### src/assert_macros.svh
// ----------------------------------------------------------------------------
// assert_macros.svh
// Concurrent assertion helpers used by the tokenizer core.
// ----------------------------------------------------------------------------
`ifndef ASSERT_MACROS_SVH
`define ASSERT_MACROS_SVH

// same-cycle implication, disabled while reset is active
`define ASSERT_IMPLIES(label, clk, rst_n, lhs, rhs) \
  label: assert property (@(posedge clk) disable iff (!(rst_n)) (lhs) |-> (rhs)) \
    else $error("assertion failed: same-cycle implication");

// next-cycle implication, disabled while reset is active
`define ASSERT_NEXT(label, clk, rst_n, lhs, rhs) \
  label: assert property (@(posedge clk) disable iff (!(rst_n)) (lhs) |=> (rhs)) \
    else $error("assertion failed: next-cycle implication");

`endif

### src/pwt_pkg.sv
// ----------------------------------------------------------------------------
// pwt_pkg
// Types and codes shared by the wire-format tokenizer modules.
// ----------------------------------------------------------------------------
`default_nettype none

package pwt_pkg;

  // decoder phase, one-hot
  typedef enum logic [5:0] {
    PH_TAG     = 6'b000001,
    PH_VARVAL  = 6'b000010,
    PH_FIXED   = 6'b000100,
    PH_LEN     = 6'b001000,
    PH_PAYLOAD = 6'b010000,
    PH_DISCARD = 6'b100000
  } phase_e;

  // token kinds
  localparam logic [2:0] KIND_VARINT  = 3'd0;
  localparam logic [2:0] KIND_FIXED64 = 3'd1;
  localparam logic [2:0] KIND_FIXED32 = 3'd2;
  localparam logic [2:0] KIND_LENGTH  = 3'd3;
  localparam logic [2:0] KIND_PAYLOAD = 3'd4;
  localparam logic [2:0] KIND_ERROR   = 3'd5;

  // error codes
  localparam logic [1:0] ERR_NONE      = 2'd0;
  localparam logic [1:0] ERR_OVERLONG  = 2'd1;
  localparam logic [1:0] ERR_TRUNCATED = 2'd2;
  localparam logic [1:0] ERR_BAD_WIRE  = 2'd3;

  // wire types
  localparam logic [2:0] WIRE_VARINT  = 3'd0;
  localparam logic [2:0] WIRE_FIXED64 = 3'd1;
  localparam logic [2:0] WIRE_LENGTH  = 3'd2;
  localparam logic [2:0] WIRE_FIXED32 = 3'd5;

  // index of the tenth varint byte
  localparam logic [3:0] VARINT_LAST_CNT = 4'd9;

  // decoder state carried from byte to byte
  typedef struct packed {
    phase_e        phase;
    logic [63:0]   acc;
    logic [3:0]    cnt;
    logic [31:0]   field;
    logic [2:0]    wire_t;
    logic [63:0]   rem;
  } dec_state_t;

  localparam dec_state_t DEC_STATE_RESET = '{
    phase:  PH_TAG,
    acc:    64'd0,
    cnt:    4'd0,
    field:  32'd0,
    wire_t: 3'd0,
    rem:    64'd0
  };

  // one result token
  typedef struct packed {
    logic [2:0]  kind;
    logic [31:0] field;
    logic [2:0]  wire_t;
    logic [63:0] value;
    logic [1:0]  err;
    logic        payload_last;
    logic        message_end;
  } token_t;

endpackage

`default_nettype wire

### src/pwt_decode.sv
// ----------------------------------------------------------------------------
// pwt_decode
// Per-byte decode step: next decoder state and the token this byte yields.
// ----------------------------------------------------------------------------
`default_nettype none

module pwt_decode (
  input  pwt_pkg::dec_state_t st_i,
  input  logic [7:0]          byte_i,
  input  logic                fin_i,
  output pwt_pkg::dec_state_t st_o,
  output logic                tok_valid_o,
  output pwt_pkg::token_t     tok_o
);
  import pwt_pkg::*;

  logic [6:0]  var_sh;
  logic [5:0]  fix_sh;
  logic [63:0] var_acc;
  logic [63:0] fix_acc;
  logic        cont;
  logic        overlong;
  logic        rem_last;
  logic        err_v;
  logic [1:0]  err_code;
  logic [31:0] err_field;
  logic [2:0]  err_wire;
  logic [31:0] tag_field;
  logic [2:0]  tag_wire;

  // accumulator updates for varint and little-endian fixed bytes
  assign var_sh   = {3'b000, st_i.cnt} * 7'd7;
  assign fix_sh   = {st_i.cnt[2:0], 3'b000};
  assign var_acc  = st_i.acc | ({57'd0, byte_i[6:0]} << var_sh);
  assign fix_acc  = st_i.acc | ({56'd0, byte_i} << fix_sh);
  assign cont     = byte_i[7];
  assign overlong = cont && (st_i.cnt == VARINT_LAST_CNT);
  assign rem_last = (st_i.rem <= 64'd1);
  assign tag_field = var_acc[34:3];
  assign tag_wire  = var_acc[2:0];

  always_comb begin
    st_o        = st_i;
    tok_valid_o = 1'b0;
    tok_o       = '0;
    err_v       = 1'b0;
    err_code    = ERR_NONE;
    err_field   = 32'd0;
    err_wire    = 3'd0;

    unique case (st_i.phase)
      // tag varint
      PH_TAG: begin
        if (overlong) begin
          err_v    = 1'b1;
          err_code = ERR_OVERLONG;
        end else if (cont) begin
          if (fin_i) begin
            err_v    = 1'b1;
            err_code = ERR_TRUNCATED;
          end else begin
            st_o.acc = var_acc;
            st_o.cnt = st_i.cnt + 4'd1;
          end
        end else begin
          st_o.acc    = 64'd0;
          st_o.cnt    = 4'd0;
          st_o.rem    = 64'd0;
          st_o.field  = tag_field;
          st_o.wire_t = tag_wire;
          case (tag_wire)
            WIRE_VARINT:  st_o.phase = PH_VARVAL;
            WIRE_FIXED64: begin
              st_o.phase = PH_FIXED;
              st_o.rem   = 64'd8;
            end
            WIRE_FIXED32: begin
              st_o.phase = PH_FIXED;
              st_o.rem   = 64'd4;
            end
            WIRE_LENGTH:  st_o.phase = PH_LEN;
            default: begin
              err_v    = 1'b1;
              err_code = ERR_BAD_WIRE;
            end
          endcase
          if (!err_v && fin_i) begin
            err_v    = 1'b1;
            err_code = ERR_TRUNCATED;
          end
          err_field = tag_field;
          err_wire  = tag_wire;
        end
      end

      // varint value or length header
      PH_VARVAL, PH_LEN: begin
        err_field = st_i.field;
        err_wire  = st_i.wire_t;
        if (overlong) begin
          err_v    = 1'b1;
          err_code = ERR_OVERLONG;
        end else if (cont) begin
          if (fin_i) begin
            err_v    = 1'b1;
            err_code = ERR_TRUNCATED;
          end else begin
            st_o.acc = var_acc;
            st_o.cnt = st_i.cnt + 4'd1;
          end
        end else begin
          st_o.acc          = 64'd0;
          st_o.cnt          = 4'd0;
          st_o.rem          = 64'd0;
          tok_o.field       = st_i.field;
          tok_o.wire_t      = st_i.wire_t;
          tok_o.value       = var_acc;
          tok_o.message_end = fin_i;
          if (st_i.phase == PH_VARVAL) begin
            st_o.phase  = PH_TAG;
            tok_valid_o = 1'b1;
            tok_o.kind  = KIND_VARINT;
          end else if (var_acc == 64'd0) begin
            st_o.phase  = PH_TAG;
            tok_valid_o = 1'b1;
            tok_o.kind  = KIND_LENGTH;
          end else if (fin_i) begin
            err_v    = 1'b1;
            err_code = ERR_TRUNCATED;
          end else begin
            st_o.rem    = var_acc;
            st_o.phase  = PH_PAYLOAD;
            tok_valid_o = 1'b1;
            tok_o.kind  = KIND_LENGTH;
          end
        end
      end

      // fixed64 or fixed32 body
      PH_FIXED: begin
        err_field = st_i.field;
        err_wire  = st_i.wire_t;
        if (rem_last) begin
          st_o.acc          = 64'd0;
          st_o.cnt          = 4'd0;
          st_o.rem          = 64'd0;
          st_o.phase        = PH_TAG;
          tok_valid_o       = 1'b1;
          tok_o.kind        = (st_i.wire_t == WIRE_FIXED64) ? KIND_FIXED64 : KIND_FIXED32;
          tok_o.field       = st_i.field;
          tok_o.wire_t      = st_i.wire_t;
          tok_o.value       = fix_acc;
          tok_o.message_end = fin_i;
        end else if (fin_i) begin
          err_v    = 1'b1;
          err_code = ERR_TRUNCATED;
        end else begin
          st_o.acc = fix_acc;
          st_o.cnt = st_i.cnt + 4'd1;
          st_o.rem = st_i.rem - 64'd1;
        end
      end

      // length-delimited payload bytes
      PH_PAYLOAD: begin
        err_field    = st_i.field;
        err_wire     = st_i.wire_t;
        tok_o.kind   = KIND_PAYLOAD;
        tok_o.field  = st_i.field;
        tok_o.wire_t = st_i.wire_t;
        tok_o.value  = {56'd0, byte_i};
        if (rem_last) begin
          st_o.acc           = 64'd0;
          st_o.cnt           = 4'd0;
          st_o.rem           = 64'd0;
          st_o.phase         = PH_TAG;
          tok_valid_o        = 1'b1;
          tok_o.payload_last = 1'b1;
          tok_o.message_end  = fin_i;
        end else if (fin_i) begin
          err_v    = 1'b1;
          err_code = ERR_TRUNCATED;
        end else begin
          st_o.rem    = st_i.rem - 64'd1;
          tok_valid_o = 1'b1;
        end
      end

      // drop bytes up to the end of the message
      PH_DISCARD: begin
        if (fin_i) begin
          st_o = DEC_STATE_RESET;
        end
      end

      default: begin
        st_o = DEC_STATE_RESET;
      end
    endcase

    // error token replaces whatever this byte would have given
    if (err_v) begin
      tok_valid_o       = 1'b1;
      tok_o             = '0;
      tok_o.kind        = KIND_ERROR;
      tok_o.field       = err_field;
      tok_o.wire_t      = err_wire;
      tok_o.err         = err_code;
      tok_o.message_end = fin_i;
      st_o              = DEC_STATE_RESET;
      st_o.phase        = fin_i ? PH_TAG : PH_DISCARD;
    end
  end

endmodule

`default_nettype wire

### src/pwt_out_reg.sv
// ----------------------------------------------------------------------------
// pwt_out_reg
// Result register holding one token until the downstream side takes it.
// ----------------------------------------------------------------------------
`default_nettype none

module pwt_out_reg (
  input  logic            clk_i,
  input  logic            rst_ni,
  input  logic            load_i,
  input  pwt_pkg::token_t tok_i,
  input  logic            tready_i,
  output logic            tvalid_o,
  output pwt_pkg::token_t tok_o
);
  import pwt_pkg::*;

  logic   valid_q, valid_d;
  token_t tok_q;

  // user loads only when the register is empty or being drained; not enforced
  always_comb begin
    valid_d = valid_q;
    if (load_i) begin
      valid_d = 1'b1;
    end else if (tready_i) begin
      valid_d = 1'b0;
    end
  end

  always_ff @(posedge clk_i or negedge rst_ni) begin
    if (!rst_ni) begin
      valid_q <= 1'b0;
    end else begin
      valid_q <= valid_d;
    end
  end

  // token payload, no reset
  always_ff @(posedge clk_i) begin
    if (load_i) begin
      tok_q <= tok_i;
    end
  end

  assign tvalid_o = valid_q;
  assign tok_o    = tok_q;

endmodule

`default_nettype wire

### src/protobuf_wire_tokenizer_core.sv
// ----------------------------------------------------------------------------
// protobuf_wire_tokenizer_core
// Byte-serial protobuf wire-format tokenizer with stream in and out ports.
// ----------------------------------------------------------------------------
// Usage:
//   Input channel: one message byte per beat in s_axis_tdata_i, with
//   s_axis_tlast_i high on the last byte of a message.
//   Output channel: at most one token per input byte. tuser carries the token
//   kind and the payload-last flag, tlast marks the token that closes the
//   message, tdata carries field number, wire type, value and error code.
//   Timing: an accepted byte is registered in the input register, decoded
//   into the result register once that slot is free, and its token is
//   valid from then on. Throughput: one byte per cycle sustained while the
//   token receiver keeps tready high; the combinational decode step (varint/fixed
//   accumulate plus 64-bit remaining-count update) sets it. Bytes that give no
//   token (tag bytes, inner varint bytes) still take a decode step each.
//   Stall: while a token waits in the result register, the input register
//   holds one more byte; the input side stalls only when both are full.
//   Reset: clears the input and result valid flags and returns the decoder
//   to expecting a tag with all counters cleared.
// ----------------------------------------------------------------------------
`default_nettype none

`include "assert_macros.svh"

module protobuf_wire_tokenizer_core (
  input  logic         clk_i,
  input  logic         rst_ni,
  // input stream
  input  logic         s_axis_tvalid_i,
  output logic         s_axis_tready_o,
  input  logic [7:0]   s_axis_tdata_i,   // [7:0] in_byte
  input  logic         s_axis_tlast_i,   // final_byte
  // token stream
  output logic         m_axis_tvalid_o,
  input  logic         m_axis_tready_i,
  output logic [103:0] m_axis_tdata_o,   // [31:0] field_number, [34:32] wire_kind,
                                         // [98:35] field_value, [100:99] error_code,
                                         // [103:101] zero
  output logic [3:0]   m_axis_tuser_o,   // [2:0] token_kind, [3] payload_last
  output logic         m_axis_tlast_o    // message_end
);
  import pwt_pkg::*;

  logic       in_valid_q, in_valid_d;
  logic [7:0] in_byte_q;
  logic       in_fin_q;
  logic       advance;
  logic       out_valid;
  dec_state_t st_q, st_d;
  logic       tok_valid;
  token_t     tok_next;
  token_t     tok_out;

  // the decode step runs when a byte is held and the result slot is free or draining
  assign advance         = in_valid_q && (!out_valid || m_axis_tready_i);
  assign s_axis_tready_o = !in_valid_q || advance;

  // input register
  always_comb begin
    in_valid_d = in_valid_q;
    if (s_axis_tvalid_i && s_axis_tready_o) begin
      in_valid_d = 1'b1;
    end else if (advance) begin
      in_valid_d = 1'b0;
    end
  end

  always_ff @(posedge clk_i or negedge rst_ni) begin
    if (!rst_ni) begin
      in_valid_q <= 1'b0;
    end else begin
      in_valid_q <= in_valid_d;
    end
  end

  always_ff @(posedge clk_i) begin
    if (s_axis_tvalid_i && s_axis_tready_o) begin
      in_byte_q <= s_axis_tdata_i;
      in_fin_q  <= s_axis_tlast_i;
    end
  end

  // decoder state
  always_ff @(posedge clk_i or negedge rst_ni) begin
    if (!rst_ni) begin
      st_q <= DEC_STATE_RESET;
    end else if (advance) begin
      st_q <= st_d;
    end
  end

  pwt_decode u_decode (
    .st_i        (st_q),
    .byte_i      (in_byte_q),
    .fin_i       (in_fin_q),
    .st_o        (st_d),
    .tok_valid_o (tok_valid),
    .tok_o       (tok_next)
  );

  pwt_out_reg u_out_reg (
    .clk_i    (clk_i),
    .rst_ni   (rst_ni),
    .load_i   (advance && tok_valid),
    .tok_i    (tok_next),
    .tready_i (m_axis_tready_i),
    .tvalid_o (out_valid),
    .tok_o    (tok_out)
  );

  // output packing
  assign m_axis_tvalid_o = out_valid;
  assign m_axis_tdata_o  = {3'b000, tok_out.err, tok_out.value, tok_out.wire_t, tok_out.field};
  assign m_axis_tuser_o  = {tok_out.payload_last, tok_out.kind};
  assign m_axis_tlast_o  = tok_out.message_end;

  // an error inside a message leaves the decoder discarding
  `ASSERT_NEXT(a_err_discard, clk_i, rst_ni,
    advance && tok_valid && (tok_next.kind == KIND_ERROR) && !in_fin_q,
    st_q.phase == PH_DISCARD)

  // bytes dropped after an error give no token
  `ASSERT_IMPLIES(a_discard_silent, clk_i, rst_ni,
    advance && (st_q.phase == PH_DISCARD), !tok_valid)

  // payload-last only rides on payload tokens
  `ASSERT_IMPLIES(a_plast_kind, clk_i, rst_ni,
    m_axis_tvalid_o && m_axis_tuser_o[3], m_axis_tuser_o[2:0] == KIND_PAYLOAD)

endmodule

`default_nettype wire

### config.mk
export PLATFORM = sky130hd
export DESIGN_NAME = protobuf_wire_tokenizer_core
export DESIGN_NICKNAME = d
export VERILOG_FILES = /design/src/pwt_pkg.sv /design/src/pwt_decode.sv /design/src/pwt_out_reg.sv /design/src/protobuf_wire_tokenizer_core.sv
export VERILOG_INCLUDE_DIRS = /design/src /design/src/src
export SDC_FILE = /design/constraint.sdc
export NUM_CORES = 1
export LEC_CHECK = 0
export ABC_CLOCK_PERIOD_IN_PS = 15450
export BUFFER_PORTS_ARGS = -buffer_cell sky130_fd_sc_hd__buf_4
export CORE_ASPECT_RATIO = 1.1
export CORE_MARGIN = 5
export CORE_UTILIZATION = 40
export DETAILED_ROUTE_END_ITERATION = 6
export MAX_ROUTING_LAYER = met4
export PLACE_DENSITY_LB_ADDON = 0.05
export SETUP_SLACK_MARGIN = 0.4
export SLEW_MARGIN = 20
export SYNTH_ARGS = -nofsm -noshare
export SYNTH_HDL_FRONTEND = slang
export SYNTH_SLANG_ARGS = --single-unit
### constraint.sdc
create_clock -name clk_i -period 15.45 [get_ports clk_i]
set_input_delay 3.8625 -clock clk_i [delete_from_list [all_inputs] [get_ports clk_i]]
set_output_delay 3.8625 -clock clk_i [all_outputs]
set_load 0.05 [all_outputs]
# Yosys cells after proc, flatten, opt, wreduce, memory -nomap -nowiden
# Cells that the tools add are included.
[totals]
elab_cells = 161
ff_bits = 290
[op_classes]
n_mul = 1
eq_ne = 23
muxes = 88
reduce_logical = 24
n_shift = 2
magnitude_cmp = 1
addsub = 2
bitwise_logic = 3
[ops]
columns = ["op", "n"]
rows = [
  ["173-bit two-way mux", 3],
  ["64-bit two-way mux", 7],
  ["74-bit one-hot mux with 5 select lines", 1],
  ["102-bit two-way mux", 3],
  ["102-bit one-hot mux with 3 select lines", 1],
  ["68-bit two-way mux", 4],
  ["64-bit one-hot mux with 4 select lines", 1],
  ["74-bit two-way mux", 2],
  ["64-bit OR", 2],
  ["35-bit one-hot mux with 3 select lines", 1],
  ["103-bit two-way mux", 1],
  ["99-bit two-way mux", 1],
  ["64-bit by 1-bit less-or-equal comparator with 1-bit output (second input constant)", 1],
  ["64-bit zero test", 1],
  ["32-bit two-way mux", 2],
  ["32-bit one-hot mux with 2 select lines", 1],
  ["7-bit by 7-bit left shift with 64-bit output", 1],
  ["8-bit by 6-bit left shift with 64-bit output", 1],
  ["64-bit by 1-bit subtractor with 64-bit output (second input constant)", 1],
  ["6-bit two-way mux", 7],
  ["1-bit two-way mux", 29],
  ["2-bit two-way mux", 13],
  ["6-bit one-hot mux with 3 select lines", 1],
  ["3-bit two-way mux", 4],
  ["other kinds (35)", 55],
]

# Depth between registers and ports, before layout
[logic_depth]
depth_word = 18
ltp_mapped = 14

# Cells and area by module
# Synthesis repeated with hierarchy kept, for this count alone.
[unflattened]
cells_unflattened = 1948
hier_area_um2 = 18801.8
[modules_own_cells]
columns = ["mod", "area_per_inst_um2", "cells_each", "n_inst"]
rows = [
  ["pwt_decode", 7973.9, 1454, 1],
  ["protobuf_wire_tokenizer_core", 7608.5, 385, 1],
  ["pwt_out_reg", 3219.3, 109, 1],
]

# Least setup slack after synthesis
# Ideal clock, no wire load.
[synth_path]
path_type = "in2reg"
from = "input m_axis_tready_i"
to = "register u_out_reg.tok_q (netlist bit u_out_reg.tok_o[0]), enable pin"
stages = 2
setup_slack_ns = 3.105
setup_time_ns = 0.723
arrival_ns = 11.622
required_time_ns = 14.727
n_path_buf = 0
path_cell_list = "nor2b_1 > nor3b_1"
[synth_between]
elab_chain_len = 3
[synth_lines]
columns = ["element", "line", "source"]
rows = [
  ["from (decl)", "protobuf_wire_tokenizer_core.sv:36", "input logic m_axis_tready_i,"],
  ["1-bit logical OR", "protobuf_wire_tokenizer_core.sv:56", "assign advance = in_valid_q && (!out_valid || m_axis_tready_i);"],
  ["1-bit logical AND", "protobuf_wire_tokenizer_core.sv:56", ""],
  ["1-bit logical AND", "protobuf_wire_tokenizer_core.sv:105", ".load_i (advance && tok_valid),"],
  ["via u_out_reg.load_i", "pwt_out_reg.sv:10", "input logic load_i,"],
  ["to (signal assigned)", "pwt_out_reg.sv:42", "tok_q <= tok_i;"],
  ["to (decl)", "pwt_out_reg.sv:19", "token_t tok_q;"],
]
# The timed path passes the listed nets, and every way through them passes these cells.
# A chain may end at the register's enable or synchronous reset.

# Final worst setup path
[layout_path]
from = "input m_axis_tready_i"
to = "output s_axis_tready_o"
[layout_between]
elab_chain_len = 3
[layout_lines]
columns = ["element", "line", "source"]
rows = [
  ["1-bit logical OR", "protobuf_wire_tokenizer_core.sv:56", ""],
  ["1-bit logical AND", "protobuf_wire_tokenizer_core.sv:56", ""],
  ["1-bit logical OR", "protobuf_wire_tokenizer_core.sv:57", "assign s_axis_tready_o = !in_valid_q || advance;"],
  ["to (decl)", "protobuf_wire_tokenizer_core.sv:31", "output logic s_axis_tready_o,"],
]
# Every way passes these cells.

==> reports/qor.csv <==
metric;value;unit
area_growth;17.0;%
viasPerCell;6.28;
p_leak;0.00729;uW
cts.htree.levels;2;
dieArea;0.0432;mm^2
wire_per_inst;25.8;um
clk_latency;0.54;ns
core-area;0.0389;mm^2
slew_headroom;22.2;%
clock-sinks;290;
rsz0062_at_grt;no;
clock_path_buffers;3;
cp-start-kind;primary input;
final_core_util;47.1;%
dp_hpwl;38700;um
first_iter_violations;1555;
synth_cells;1689;
netlist_area;0.0157;mm^2
route.detailed.drc;0;
cts_buffers;35;
first_global_vias;13764;
hp-class;reg2reg;
die_x;199;um
ys_warn_count;0;
hold_buffers;0;
crit_path_end_kind;output pin;
grt-ovfl-total;0;
final_common_cell;a21oi_1;
clock-root-buffer;clkbuf_16;
ir_worst_vdd;0.305;mV
ant_nets;0;
io_buffers;120;
min_period_over_period;54.5;%
drive_gt1_share;16.7;%
start_util;40.3;%
fin_crit;8.42;ns
synth-edff-count;115;
first_pass_iters;6;
num_io_pins;124;
crit_type;in2out;
clkTransAtPathRegs;0.06;ns
syn_avg_cell_area;9.27;um^2
final_hold_viol_count;0;
setup_viol;0;
ys_seq_area_share;50.0;%
ctsResizeCount;0;
postCtsSetupBuffers;0;
nets;1790;
cp_max_fo;4;
rows;76;
cp.arrival;4.56;ns
ys_types;76;
die_h;218;um
layout_common_cells;a21oi_1, nor2_1, buf_4, dfrtp_1, nand2_1;
antenna_found_initial;3;
fillCellCount;3707;
tightest_slew;1.16;ns
vias;14504;
ys_ff_latch;290;
grt_pass1_wl;90200;um
skew;0.0197;ns
synth_ff_type;dfrtp_1;
wirelength;59700;um
clock.fmax;119;MHz
critPathRequiredTime;11.59;ns
power_density;258;mW/mm^2
grt_usage;28.1;%
setup_tns;0;ns
gp_congestion;0.901;
synth_async_sr_flop_share;60.3;%
grt_max_degree;71;
drv_slew;0;
cap_violations;0;
status;finished clean;
cts_tree;yes;
[final cells by class]
type	count	area, um^2	area share [%]
Inverter	12	45.0	0.246
Clock buffer	48	976	5.33
Clock inverter	16	145	0.793
Tap cell	507	634	3.46
Antenna cell	4	10.0	0.0547
Multi-Input combinational cell	1248	7270	39.7
Sequential cell	290	7830	42.8
Timing Repair Buffer	186	1400	7.65
[final timing paths]
| kind | start | endpoint | slack, ns | cells past startpoint |
|---|---|---|---|---|
| max | m_axis_tready_i | s_axis_tready_o | 7.03 | 4 |
| min | st_q[93]$_DFFE_PN0P_ | st_q[93]$_DFFE_PN0P_ | 0.49 | 1 |
| max reg2reg | st_q[101]$_DFFE_PN0P_ | st_q[92]$_DFFE_PN0P_ | 9.96 | 10 |
| min reg2reg | st_q[93]$_DFFE_PN0P_ | st_q[93]$_DFFE_PN0P_ | 0.49 | 1 |
| max in group asynchronous | rst_ni | st_q[72]$_DFFE_PN0P_ | 10.75 | 2 |
| min in group asynchronous | rst_ni | st_q[47]$_DFFE_PN0P_ | 3.31 | 1 |
[power breakdown]
part | internal, uW | switching (uW)
combinational | 723 | 2050
clock | 478 | 343
sequential | 1040 | 93.5
total | 2240 | 2490
[kinds of logic after synthesis]
family / after synthesis / synth area share [%]
xor+xnor: 21 / 1.17
simple gates: 568 / 17.6
buf+inv: 153 / 4.08
compound gates: 651 / 26.7
fa+ha+maj: 4 / 0.320
mux: 1 / 0.0719
flops: 290 / 50.0
other cells: 1 / 0.0240
[per-stage QoR]
step / std cells / hold slack [ns] / setup slack, ns / area, um^2 / total power (uW)
2_1_floorplan: 1691 / 0.452 / 3.11 / 15700 / 3040
3_3_place_gp: 2243 / 0.472 / 7.01 / 17200 / 3890
3_5_place_dp: 2243 / 0.474 / 7.02 / 17200 / 3880
4_1_cts: 2307 / 0.491 / 7.02 / 18300 / 4710
5_1_grt: 2310 / 0.503 / 6.95 / 18300 / 4960
6_report: 2311 / 0.488 / 7.03 / 18300 / 4730
[synthesized netlist by cell type (4+ instances only)]
cell / instances / area share, %
o22ai_1: 37 / 1.5
nor2_1: 236 / 5.7
and2_1: 5 / 0.20
nand4b_1: 4 / 0.22
and2_0: 4 / 0.16
buf_2: 24 / 0.77
or4_4: 4 / 0.29
o2bb2ai_1: 78 / 4.4
inv_1: 12 / 0.29
or2_2: 5 / 0.20
or3_1: 11 / 0.44
nand4_1: 25 / 1.0
a21oi_1: 254 / 8.1
xor2_1: 8 / 0.45
nand2_1: 133 / 3.2
a21o_1: 18 / 0.86
edfxtp_1: 115 / 22
xnor2_1: 13 / 0.73
o32ai_1: 8 / 0.45
o21ai_0: 97 / 3.1
nor2b_1: 9 / 0.36
dfrtp_1: 174 / 28
or4_1: 7 / 0.34
nor3_1: 30 / 0.96
nand3_1: 29 / 0.93
o2bb2ai_2: 6 / 0.58
a21oi_2: 14 / 0.78
nand2b_1: 9 / 0.36
nor4_1: 18 / 0.72
a31oi_1: 46 / 1.8
ha_1: 4 / 0.32
nor3b_1: 5 / 0.24
o31ai_1: 7 / 0.34
o22a_1: 11 / 0.62
clkbuf_1: 106 / 2.5
and3_1: 8 / 0.32
a22o_1: 39 / 2.2
buf_1: 5 / 0.12
[sequential cells by signal, indices dropped and copies added (netlist names)]
name,count
st_q,173
in_fin_q,1
u_out_reg.tvalid_o,1
u_out_reg.tok_o,106
in_byte_q,8
in_valid_q,1
[worst max-delay path, cell delays in order]
cell     delay, ns
buf_4         0.11
nor2b_1       0.25
nand2_1       0.13
buf_4         0.21
[routing by layer]
metal	up-vias	routed length (um)	global-route usage, %	part of all wire (%)
met5	-	0	-	0
met4	0	3110	13.3	5.2
met3	148	4660	4.88	7.8
met2	731	26600	40.3	45
met1	7130	25400	38.6	42
li1	6495	-	-	-
Power figures use the tool's default switching activity.
